[config.mk]
export PLATFORM = sky130hd
export DESIGN_NAME = keyed_letter_substitution_top
export DESIGN_NICKNAME = d
export VERILOG_FILES = /design/src/rtl/ksub_pkg.sv /design/src/rtl/ksub_keyregs.sv /design/src/rtl/ksub_xlat.sv /design/src/rtl/keyed_letter_substitution_top.sv
export SDC_FILE = /design/constraint.sdc
export NUM_CORES = 2
export LEC_CHECK = 0
export BUFFER_PORTS_ARGS = -buffer_cell sky130_fd_sc_hd__buf_2
export CAP_MARGIN = 5
export CORE_MARGIN = 2
export CORE_UTILIZATION = 60
export CTS_BUF_LIST = sky130_fd_sc_hd__clkbuf_16
export CTS_CLUSTER_SIZE = 30
export DETAILED_ROUTE_END_ITERATION = 6
export GPL_TIMING_DRIVEN = 0
export PLACE_DENSITY = 0.77
export RECOVER_POWER = 100
export REMOVE_ABC_BUFFERS = 1
export SYNTH_ARGS = -nofsm -noshare
export SYNTH_HDL_FRONTEND = slang
export SYNTH_SLANG_ARGS = --single-unit
[constraint.sdc]
create_clock -name clk -period 5.8 [get_ports clk]
set_input_delay 0.87 -clock clk [delete_from_list [all_inputs] [get_ports clk]]
set_output_delay 0.87 -clock clk [all_outputs]
set_load 0.03 [all_outputs]
[src/rtl/ksub_pkg.sv]
package ksub_pkg;

  // Mapping table geometry
  localparam int unsigned ALPHABET_SIZE = 52;
  localparam int unsigned LETTER_COUNT  = 26;
  localparam int unsigned POS_W         = $clog2(ALPHABET_SIZE);
  localparam int unsigned LEN_W         = 6;
  localparam int unsigned CFG_DATA_W    = 64;
  localparam int unsigned CFG_INDEX_W   = 3;
  localparam int unsigned BYTES_PER_WORD = CFG_DATA_W / 8;

  // Register indexes
  localparam logic [CFG_INDEX_W-1:0] REG_KEY_WORD_6 = 3'd6;
  localparam logic [CFG_INDEX_W-1:0] REG_KEY_LEN    = 3'd7;

  // Direction codes
  localparam logic MODE_ENCODE = 1'b0;
  localparam logic MODE_DECODE = 1'b1;

  // Character codes
  localparam logic [7:0] CHAR_UPPER_A = 8'h41;
  localparam logic [7:0] CHAR_UPPER_Z = 8'h5A;
  localparam logic [7:0] CHAR_LOWER_A = 8'h61;
  localparam logic [7:0] CHAR_LOWER_Z = 8'h7A;
  localparam logic [7:0] CHAR_NUL     = 8'h00;

  typedef logic [7:0] byte_t;

  // Key table and active length, as held by the register file
  typedef struct packed {
    logic [ALPHABET_SIZE-1:0][7:0] key;
    logic [LEN_W-1:0]              len;
  } key_cfg_t;

  // Alphabet letter at a table position: A..Z then a..z
  function automatic byte_t alpha_at(input logic [POS_W-1:0] pos);
    byte_t res;
    if (pos < POS_W'(LETTER_COUNT)) begin
      res = CHAR_UPPER_A + 8'(pos);
    end else begin
      res = CHAR_LOWER_A + 8'(pos) - 8'(LETTER_COUNT);
    end
    return res;
  endfunction

endpackage

[src/rtl/ksub_keyregs.sv]
module ksub_keyregs
  import ksub_pkg::*;
(
  input  logic                   clk,
  input  logic                   rst,
  input  logic                   cfg_we,
  input  logic [CFG_INDEX_W-1:0] cfg_index,
  input  logic [CFG_DATA_W-1:0]  cfg_wdata,
  output key_cfg_t               key_cfg
);

  logic [ALPHABET_SIZE-1:0][7:0] key;
  logic [LEN_W-1:0]              len;

  // Write key bytes a word at a time; the last word carries only four bytes
  always_ff @(posedge clk) begin
    if (rst) begin
      key <= '0;
      len <= '0;
    end else if (cfg_we) begin
      for (int k = 0; k < ALPHABET_SIZE; k++) begin
        if (cfg_index == CFG_INDEX_W'(k / BYTES_PER_WORD)) begin
          key[k] <= cfg_wdata[8*(k % BYTES_PER_WORD) +: 8];
        end
      end
      if (cfg_index == REG_KEY_LEN) begin
        len <= cfg_wdata[LEN_W-1:0];
      end
    end
  end

  assign key_cfg.key = key;
  assign key_cfg.len = len;

endmodule

[src/rtl/ksub_xlat.sv]
module ksub_xlat
  import ksub_pkg::*;
(
  input  key_cfg_t   key_cfg,
  input  logic       mode,
  input  logic [7:0] in_char,
  output logic [7:0] mapped_char
);

  logic [LEN_W-1:0]         len_sat;
  logic [ALPHABET_SIZE-1:0] active;
  logic [ALPHABET_SIZE-1:0] hits;
  logic [ALPHABET_SIZE-1:0] first_hit;
  logic [POS_W-1:0]         dec_pos;
  logic [POS_W-1:0]         enc_pos;
  logic                     enc_letter;
  logic [7:0]               enc_key;
  logic [7:0]               enc_char;
  logic [7:0]               dec_char;

  // Saturate the active length to the table size
  assign len_sat = (key_cfg.len > LEN_W'(ALPHABET_SIZE)) ? LEN_W'(ALPHABET_SIZE) : key_cfg.len;

  // Compare every key byte against the input in parallel
  always_comb begin
    for (int i = 0; i < ALPHABET_SIZE; i++) begin
      active[i] = (LEN_W'(i) < len_sat);
      hits[i]   = active[i] && (key_cfg.key[i] == in_char);
    end
  end

  // Keep the lowest matching position and turn it into an index
  assign first_hit = hits & (~hits + ALPHABET_SIZE'(1));

  always_comb begin
    dec_pos = '0;
    for (int i = 0; i < ALPHABET_SIZE; i++) begin
      dec_pos = dec_pos | (first_hit[i] ? POS_W'(i) : '0);
    end
  end

  assign dec_char = (hits != '0) ? alpha_at(dec_pos) : in_char;

  // Encode: alphabet position follows directly from the letter code
  always_comb begin
    enc_letter = 1'b0;
    enc_pos    = '0;
    if (in_char >= CHAR_UPPER_A && in_char <= CHAR_UPPER_Z) begin
      enc_letter = 1'b1;
      enc_pos    = POS_W'(in_char - CHAR_UPPER_A);
    end else if (in_char >= CHAR_LOWER_A && in_char <= CHAR_LOWER_Z) begin
      enc_letter = 1'b1;
      enc_pos    = POS_W'(in_char - CHAR_LOWER_A + 8'(LETTER_COUNT));
    end
  end

  assign enc_key  = key_cfg.key[enc_pos];
  assign enc_char = (enc_letter && active[enc_pos] && enc_key != CHAR_NUL) ? enc_key : in_char;

  assign mapped_char = (mode == MODE_DECODE) ? dec_char : enc_char;

endmodule

[src/rtl/keyed_letter_substitution_top.sv]
// Keyed letter substitution: translates one character byte per transaction.
// Input channel: in_valid/in_ready carrying mode (0 encode, 1 decode) and
// in_char. Output channel: out_valid/out_ready carrying res_char.
// Configuration: cfg_we/cfg_index/cfg_wdata write key words 0..6 and key_len
// (index 7); write only while no transaction is in flight.
// Path: a character accepted into the input register is translated on its way
// into the result register, where it is held until taken; a stall at the output
// can hold it in either (input register, then result register).
// Throughput: one character per cycle while out_ready does not stall the output;
// the 52 key compares and the lowest match pick lie between the two registers.
// Stall: when out_ready is low the result register holds its transaction,
// and the input register still takes one more character, so in_ready only
// drops once both registers are full.
// Reset: rst, synchronous and active high, empties both registers and
// clears the key table and key_len to zero (every byte then passes through).
module keyed_letter_substitution_top
  import ksub_pkg::*;
(
  input  logic                   clk,
  input  logic                   rst,
  input  logic                   cfg_we,
  input  logic [CFG_INDEX_W-1:0] cfg_index,
  input  logic [CFG_DATA_W-1:0]  cfg_wdata,
  input  logic                   in_valid,
  output logic                   in_ready,
  input  logic                   mode,
  input  logic [7:0]             in_char,
  output logic                   out_valid,
  input  logic                   out_ready,
  output logic [7:0]             res_char
);

  key_cfg_t   key_cfg;
  logic       s1_valid;
  logic       s1_mode;
  logic [7:0] s1_char;
  logic       s1_adv;
  logic [7:0] xlat_char;

  ksub_keyregs u_keyregs (
    .clk       (clk),
    .rst       (rst),
    .cfg_we    (cfg_we),
    .cfg_index (cfg_index),
    .cfg_wdata (cfg_wdata),
    .key_cfg   (key_cfg)
  );

  ksub_xlat u_xlat (
    .key_cfg     (key_cfg),
    .mode        (s1_mode),
    .in_char     (s1_char),
    .mapped_char (xlat_char)
  );

  // Advance the input stage whenever the result register is free or draining
  assign s1_adv   = !out_valid || out_ready;
  assign in_ready = !s1_valid || s1_adv;

  // Input register control
  always_ff @(posedge clk) begin
    if (rst) begin
      s1_valid <= 1'b0;
    end else if (in_ready) begin
      s1_valid <= in_valid;
    end
  end

  // Input register payload
  always_ff @(posedge clk) begin
    if (in_ready && in_valid) begin
      s1_mode <= mode;
      s1_char <= in_char;
    end
  end

  // Result register control
  always_ff @(posedge clk) begin
    if (rst) begin
      out_valid <= 1'b0;
    end else if (s1_adv) begin
      out_valid <= s1_valid;
    end
  end

  // Result register payload
  always_ff @(posedge clk) begin
    if (s1_adv && s1_valid) begin
      res_char <= xlat_char;
    end
  end

`ifndef SYNTH
  a_reset_empties: assert property (@(posedge clk)
    rst |=> !s1_valid && !out_valid)
    else $error("pipeline not empty after reset");

  a_accept_loads_s1: assert property (@(posedge clk) disable iff (rst)
    in_valid && in_ready |=> s1_valid)
    else $error("accepted transaction missing from input register");

  a_s1_holds: assert property (@(posedge clk) disable iff (rst)
    s1_valid && !s1_adv |=> s1_valid && $stable(s1_char) && $stable(s1_mode))
    else $error("input register lost a stalled transaction");

  a_zero_len_passes: assert property (@(posedge clk) disable iff (rst)
    s1_valid && s1_adv && key_cfg.len == '0 |=> out_valid && res_char == $past(s1_char))
    else $error("character altered with no active mappings");
`endif

endmodule

# After elaboration in Yosys (flattened, before gate mapping)
# Index checks and enable logic that the tools add are counted.
[classes]
add_sub_neg = 7
n_lt_le_gt_ge = 59
eq_ne = 59
n_mux = 64
bitwise_logic = 52
reduce_logical = 73
[ops]
columns = ["op", "count"]
rows = [
  ["$eq 8x8->1", 52],
  ["$or 6x6->6", 50],
  ["$mux 6", 23],
  ["$lt 6x6->1 const A", 20],
  ["$lt 5x6->1 const A", 16],
  ["$mux 5", 16],
  ["$logic_and 1x1->1", 58],
  ["$add 52x1->52 const B", 1],
  ["$and 52x52->52", 1],
  ["$not 52->52", 1],
  ["$reduce_bool 52->1", 1],
  ["$bmux 8 s6", 1],
  ["$lt 4x6->1 const A", 8],
  ["$mux 8", 5],
  ["$mux 4", 8],
  ["$lt 3x6->1 const A", 4],
  ["$add 7x6->8 const A", 2],
  ["$ge 8x7->1 const B", 2],
  ["$le 8x7->1 const B", 2],
  ["$reduce_and 2->1", 8],
  ["$eq 3x3->1 const B", 4],
  ["$lt 1x6->1 const A", 2],
  ["$lt 2x6->1 const A", 2],
  ["$mux 3", 4],
  ["16 further kinds", 23],
]
[totals]
reg_bits = 441
in_bits = 81
out_inout_bits = 10
wordCells = 372

# Longest topological paths before layout
[logic_depth]
ltp_word = 63
ltp_mapped = 22
depth_no_buf = 16

# Hierarchy
# From an unflattened synthesis, not the netlist that was laid out.
[hier_totals]
hier_cells = 2967
hier_area_um2 = 28295.9
[modules_own_cells]
columns = ["mod", "n_inst", "cells_each", "area_per_inst_um2", "seq_area_each_um2"]
rows = [
  ["ksub_keyregs", 1, 1450, 16329.4, 8448.1],
  ["ksub_xlat", 1, 1490, 11352.1, 0.0],
  ["keyed_letter_substitution_top", 1, 27, 614.3, 550.5],
]

# Worst setup path after synthesis
# Ideal clock, no wire load.
[synth_path]
path_type = "register to register"
from = "register s1_char[0]"
to = "register res_char[5], data pin"
setup_time_ns = 0.261
arrival_time_ns = 4.351
t_required_ns = 5.539
path_slack_ns = 1.189
stages_incl_launch_ff = 19
path_buffers = 4
synth_period_minus_slack_ns = 4.611
path_cell_list = "edfxtp_1 -> buf_2 -> buf_4 -> buf_4 -> clkinv_1 -> ha_1 -> nand2_1 -> a211oi_2 -> a21o_4 -> buf_2 -> nand2_1 -> a2111oi_0 -> nor4_1 -> or4b_1 -> a22o_1 -> nand4_1 -> and4bb_1 -> or3_1 -> o311a_1"
[synth_between]
elab_chain_len = 61
elab_cells_between_ends = 237
classes_between = "add/sub: 7; order compare: 5; eq/ne: 52; mux: 63; bitwise: 52; reduce/logical: 58"
[synth_lines]
columns = ["element", "line", "text"]
rows = [
  ["start, declared", "keyed_letter_substitution_top.sv:36", "logic [7:0] s1_char;"],
  ["start signal, assigned", "keyed_letter_substitution_top.sv:73", "s1_char <= in_char;"],
  ["$eq 8x8->1", "ksub_xlat.sv:28", "hits[i] = active[i] && (key_cfg.key[i] == in_char);"],
  ["$logic_and 1x1->1", "ksub_xlat.sv:28", ""],
  ["$not 52->52", "ksub_xlat.sv:33", "assign first_hit = hits & (~hits + ALPHABET_SIZE'(1));"],
  ["$add 52x1->52", "ksub_xlat.sv:33", ""],
  ["$and 52x52->52", "ksub_xlat.sv:33", ""],
  ["$mux 1 / $mux 2 (equally long branches)", "ksub_xlat.sv:38", "dec_pos = dec_pos | (first_hit[i] ? POS_W'(i) : '0);"],
  ["$or 6x6->6 (50 in a row)", "ksub_xlat.sv:38", ""],
  ["$add 7x6->8", "ksub_pkg.sv:41", "res = CHAR_LOWER_A + 8'(pos) - 8'(LETTER_COUNT);"],
  ["$sub 8x5->8", "ksub_pkg.sv:41", ""],
  ["$mux 8", "ksub_pkg.sv:38", "if (pos < POS_W'(LETTER_COUNT)) begin"],
  ["$mux 8", "ksub_xlat.sv:42", "assign dec_char = (hits != '0) ? alpha_at(dec_pos) : in_char;"],
  ["$mux 8 (*)", "ksub_xlat.sv:60", "assign mapped_char = (mode == MODE_DECODE) ? dec_char : enc_char;"],
  ["named net u_xlat.mapped_char[5]", "ksub_xlat.sv:7", "output logic [7:0] mapped_char"],
  ["end signal, assigned", "keyed_letter_substitution_top.sv:89", "res_char <= xlat_char;"],
  ["end, declared", "keyed_letter_substitution_top.sv:30", "output logic [7:0] res_char"],
]
# Mark *: on every way through the listed nets, which the timed path passes. The rest lies on a longest branch. The select of a mux whose other input is x is not followed.
# A chain may end at the register's enable or synchronous reset.

# Worst setup path in the final report
# Ends and elaborated chain as after synthesis.

==> qor.yml <==
grt_setup_unrepaired: "false"
die_x_um: 217
maxSlewViolCount: 507
grt_max_degree: 165
route.detailed.wl_per_inst_um: 29.8
clk_pin_slew_ns: 0.06
via_count: 29700
ir_worst_vdd_mv: 0.289
p_per_area_mw_per_mm2: 249
clock_latency_ns: 0.61
antenna_found_initial: 7
viasPerCell: 6.97
chipHeight_um: 217
drt-initial-drc-count: 5079
fin_tns_setup_ns: -0.482
synth_area_leader_cell: "dfxtp_1"
syn_avg_cell_area_um2: 7.46
firstDrtPassIters: 7
num_io_pins: 91
cp_max_fo: 16
total_leakage_power_nw: 10.3
instances_no_fill: 4262
grt_usage_pct: 51.6
routabilityCongestion: 1.07
grt_pass1_wl_mm: 179
hold_path_end: "s1_char[6]"
status: "finished, violations left"
antenna_left: 0
dp_cells: 4137
grt_pass1_vias: 27100
seq_area_frac_synth_pct: 33.0
fin_nets: 3710
place_hpwl_mm: 87.5
finalSetupViolations: 5
critPathKind: "reg -> reg"
setup.worst_path.start_class: "flop"
cts_root_buf: "clkbuf_16"
hold_class: "in -> reg"
portBuffers: 90
arrival_ns: 6.29
slowest_stage: "and3_1"
worstHoldStart: "in_char[6]"
synth_top_area_share_pct: 31.1
max-slew-margin-rel_pct: -138
synthArstFlopShare_pct: 0
yosys_warnings: 0
crit_buf_inv: 2
cts_buffers: 48
hold_viol_final: 0
period_needed_ns: 5.95
rows: 78
min_path_cells: 1
period_share_pct: 103
synthToLayoutAreaGrowth_pct: 13.1
cp.required_ns: 6.14
cts.sinks: 441
postSynthCellCount: 3657
start_util_pct: 60.5
cts_buffer_depth: 3
cts_tree: "built"
final.setup_skew_ns: 0.0263
htreeDepth: 2
grt-ovfl-total: 0
tightest_slew_ns: 3.58
pre_cts_slack_ns: -1.76
place_area_mm2: 0.0290
setup_slack_ns: -0.150
r2r_cells: 15
ys.flop_type: "dfxtp_1"
crit_family: "simple AND/OR/NAND/NOR gates"
synth_seq_cells: 441
postCtsHoldBufs: 0
regToRegEndpoint: "res_char[5]"
synthTopCellsByArea: "dfxtp_1 31%, nand2_1 14%, a21oi_1 9.3%"
slowest_delay_ns: 0.96
die_area_mm2: 0.0472
drive_above_1_share_pct: 9.40
synth_area_mm2: 0.0273
synth_edf_count: 17
final_area_mm2: 0.0309
synth_cell_types: 100
maxCapViolCount: 7
core_mm2: 0.0451
fmax_mhz: 168
violations: "design-rule violations, max-capacitance violations, max-slew violations, negative setup slack"
wirelength_mm: 127
post-route-util_pct: 68.4
end_kind: "flop"
crit-reg2reg-launch: "s1_char[0]"
reg2reg_slack_ns: -0.15
whs_ns: 0.445
drc_errors: 20
path_cells: "buf_16, inv_2, ha_1, nand3b_1, o2111a_1, nor3_2, and3_1, nor2_1, o311ai_1, o311ai_1, a221o_1, a311oi_2, and4bb_1, nor2_1, o311a_1"
finalPower_mw: 7.69
[cells in the final DEF, fill, tap and decap left out, types with 12 or more instances in the layout]
cell type  netlist  layout
buf_12           0      16
xnor2_1        280     280
and3_1          17      17
mux2i_1        100      99
buf_2           56      79
nor3_1          64      61
xor2_1         137     137
o21ai_0         39      38
a21oi_1        505     504
nor2b_1         12      12
dfxtp_1        424     420
o211ai_1        16      16
nand3_1         69      66
a211oi_1        27      25
or3_1           18      18
nand2_1       1047    1042
a221oi_1        15      14
buf_4           33      31
edfxtp_1        17      17
nand4_1         85      85
a22oi_1         40      40
nor2_1          86      80
nor4_1          49      46
clkinv_1         1      12
a31oi_1         54      54
buf_16           0      47
inv_1           23      31
clkbuf_1       169      15
clkbuf_16        0      50
[final cells by class]
type                       count  area [um^2]
sequential                   441         9000
clock buffer                  50         1250
multi-input combinational   2902        17000
antenna                        4         10.0
timing repair buffer         206         2500
tap                          600          751
inverter                      24         90.1
fill                        3817        14200
clock inverter                35          289
[where the power goes]
part | switching (mW) | leakage (nW) | internal [mW]
sequential | 0.0801 | 3.60 | 3.12
clock | 1.34 | 0.777 | 1.77
combinational | 0.924 | 5.98 | 0.451
total | 2.35 | 10.3 | 5.34
[state kept, by name, indices dropped and copies added, names as in the netlist]
| name | flops |
|---|---|
| s1_valid | 1 |
| s1_char | 8 |
| u_keyregs.len | 6 |
| s1_mode | 1 |
| u_keyregs.key_cfg | 416 |
| out_valid | 1 |
| res_char | 8 |
[worst max path at each step]
stage | startpoint | end | slack, ns | cells after the start
after global routing | u_keyregs.len[0] | res_char[2] | 0.008 | 15
after floorplan | s1_char[0] | res_char[5] | -4.36 | 13
after global placement | s1_char[0] | res_char[5] | -15.21 | 12
final | s1_char[0] | res_char[5] | -0.15 | 15
after CTS | s1_char[0] | res_char[5] | 0.02 | 16
after detailed placement | s1_char[0] | res_char[5] | -1.76 | 15
[logic make-up after synthesis]
| family | after synthesis | share of synthesized area, % |
|---|---|---|
| AND/OR/NAND/NOR | 1523 | 24.5 |
| AO/OA/AOI/OAI | 844 | 18.8 |
| flip-flops | 441 | 33.0 |
| XOR/XNOR | 417 | 13.4 |
| buffers and inverters | 317 | 5.76 |
| multiplexers | 109 | 4.33 |
| adder cells (fa/ha/maj) | 6 | 0.275 |
[cell usage after synthesis (49+ instances only)]
master / n
nand2_1: 1047
a21oi_1: 505
dfxtp_1: 424
xnor2_1: 280
clkbuf_1: 169
xor2_1: 137
mux2i_1: 100
nor2_1: 86
nand4_1: 85
nand3_1: 69
nor3_1: 64
buf_2: 56
a31oi_1: 54
nor4_1: 49
[layer usage]
metal	wire length (um)	track usage, %
met1	44400	64.4
met2	50500	72.5
met3	20300	19.3
met4	11500	37.8
met5	126	0
[timing repair]
action,CTS,global route
setup endpoints to repair,8,7
buffers inserted,13,18
gates resized for setup,10,13
pin swaps,7,3
cloned,2,1
(Power assumes the default switching activity.)
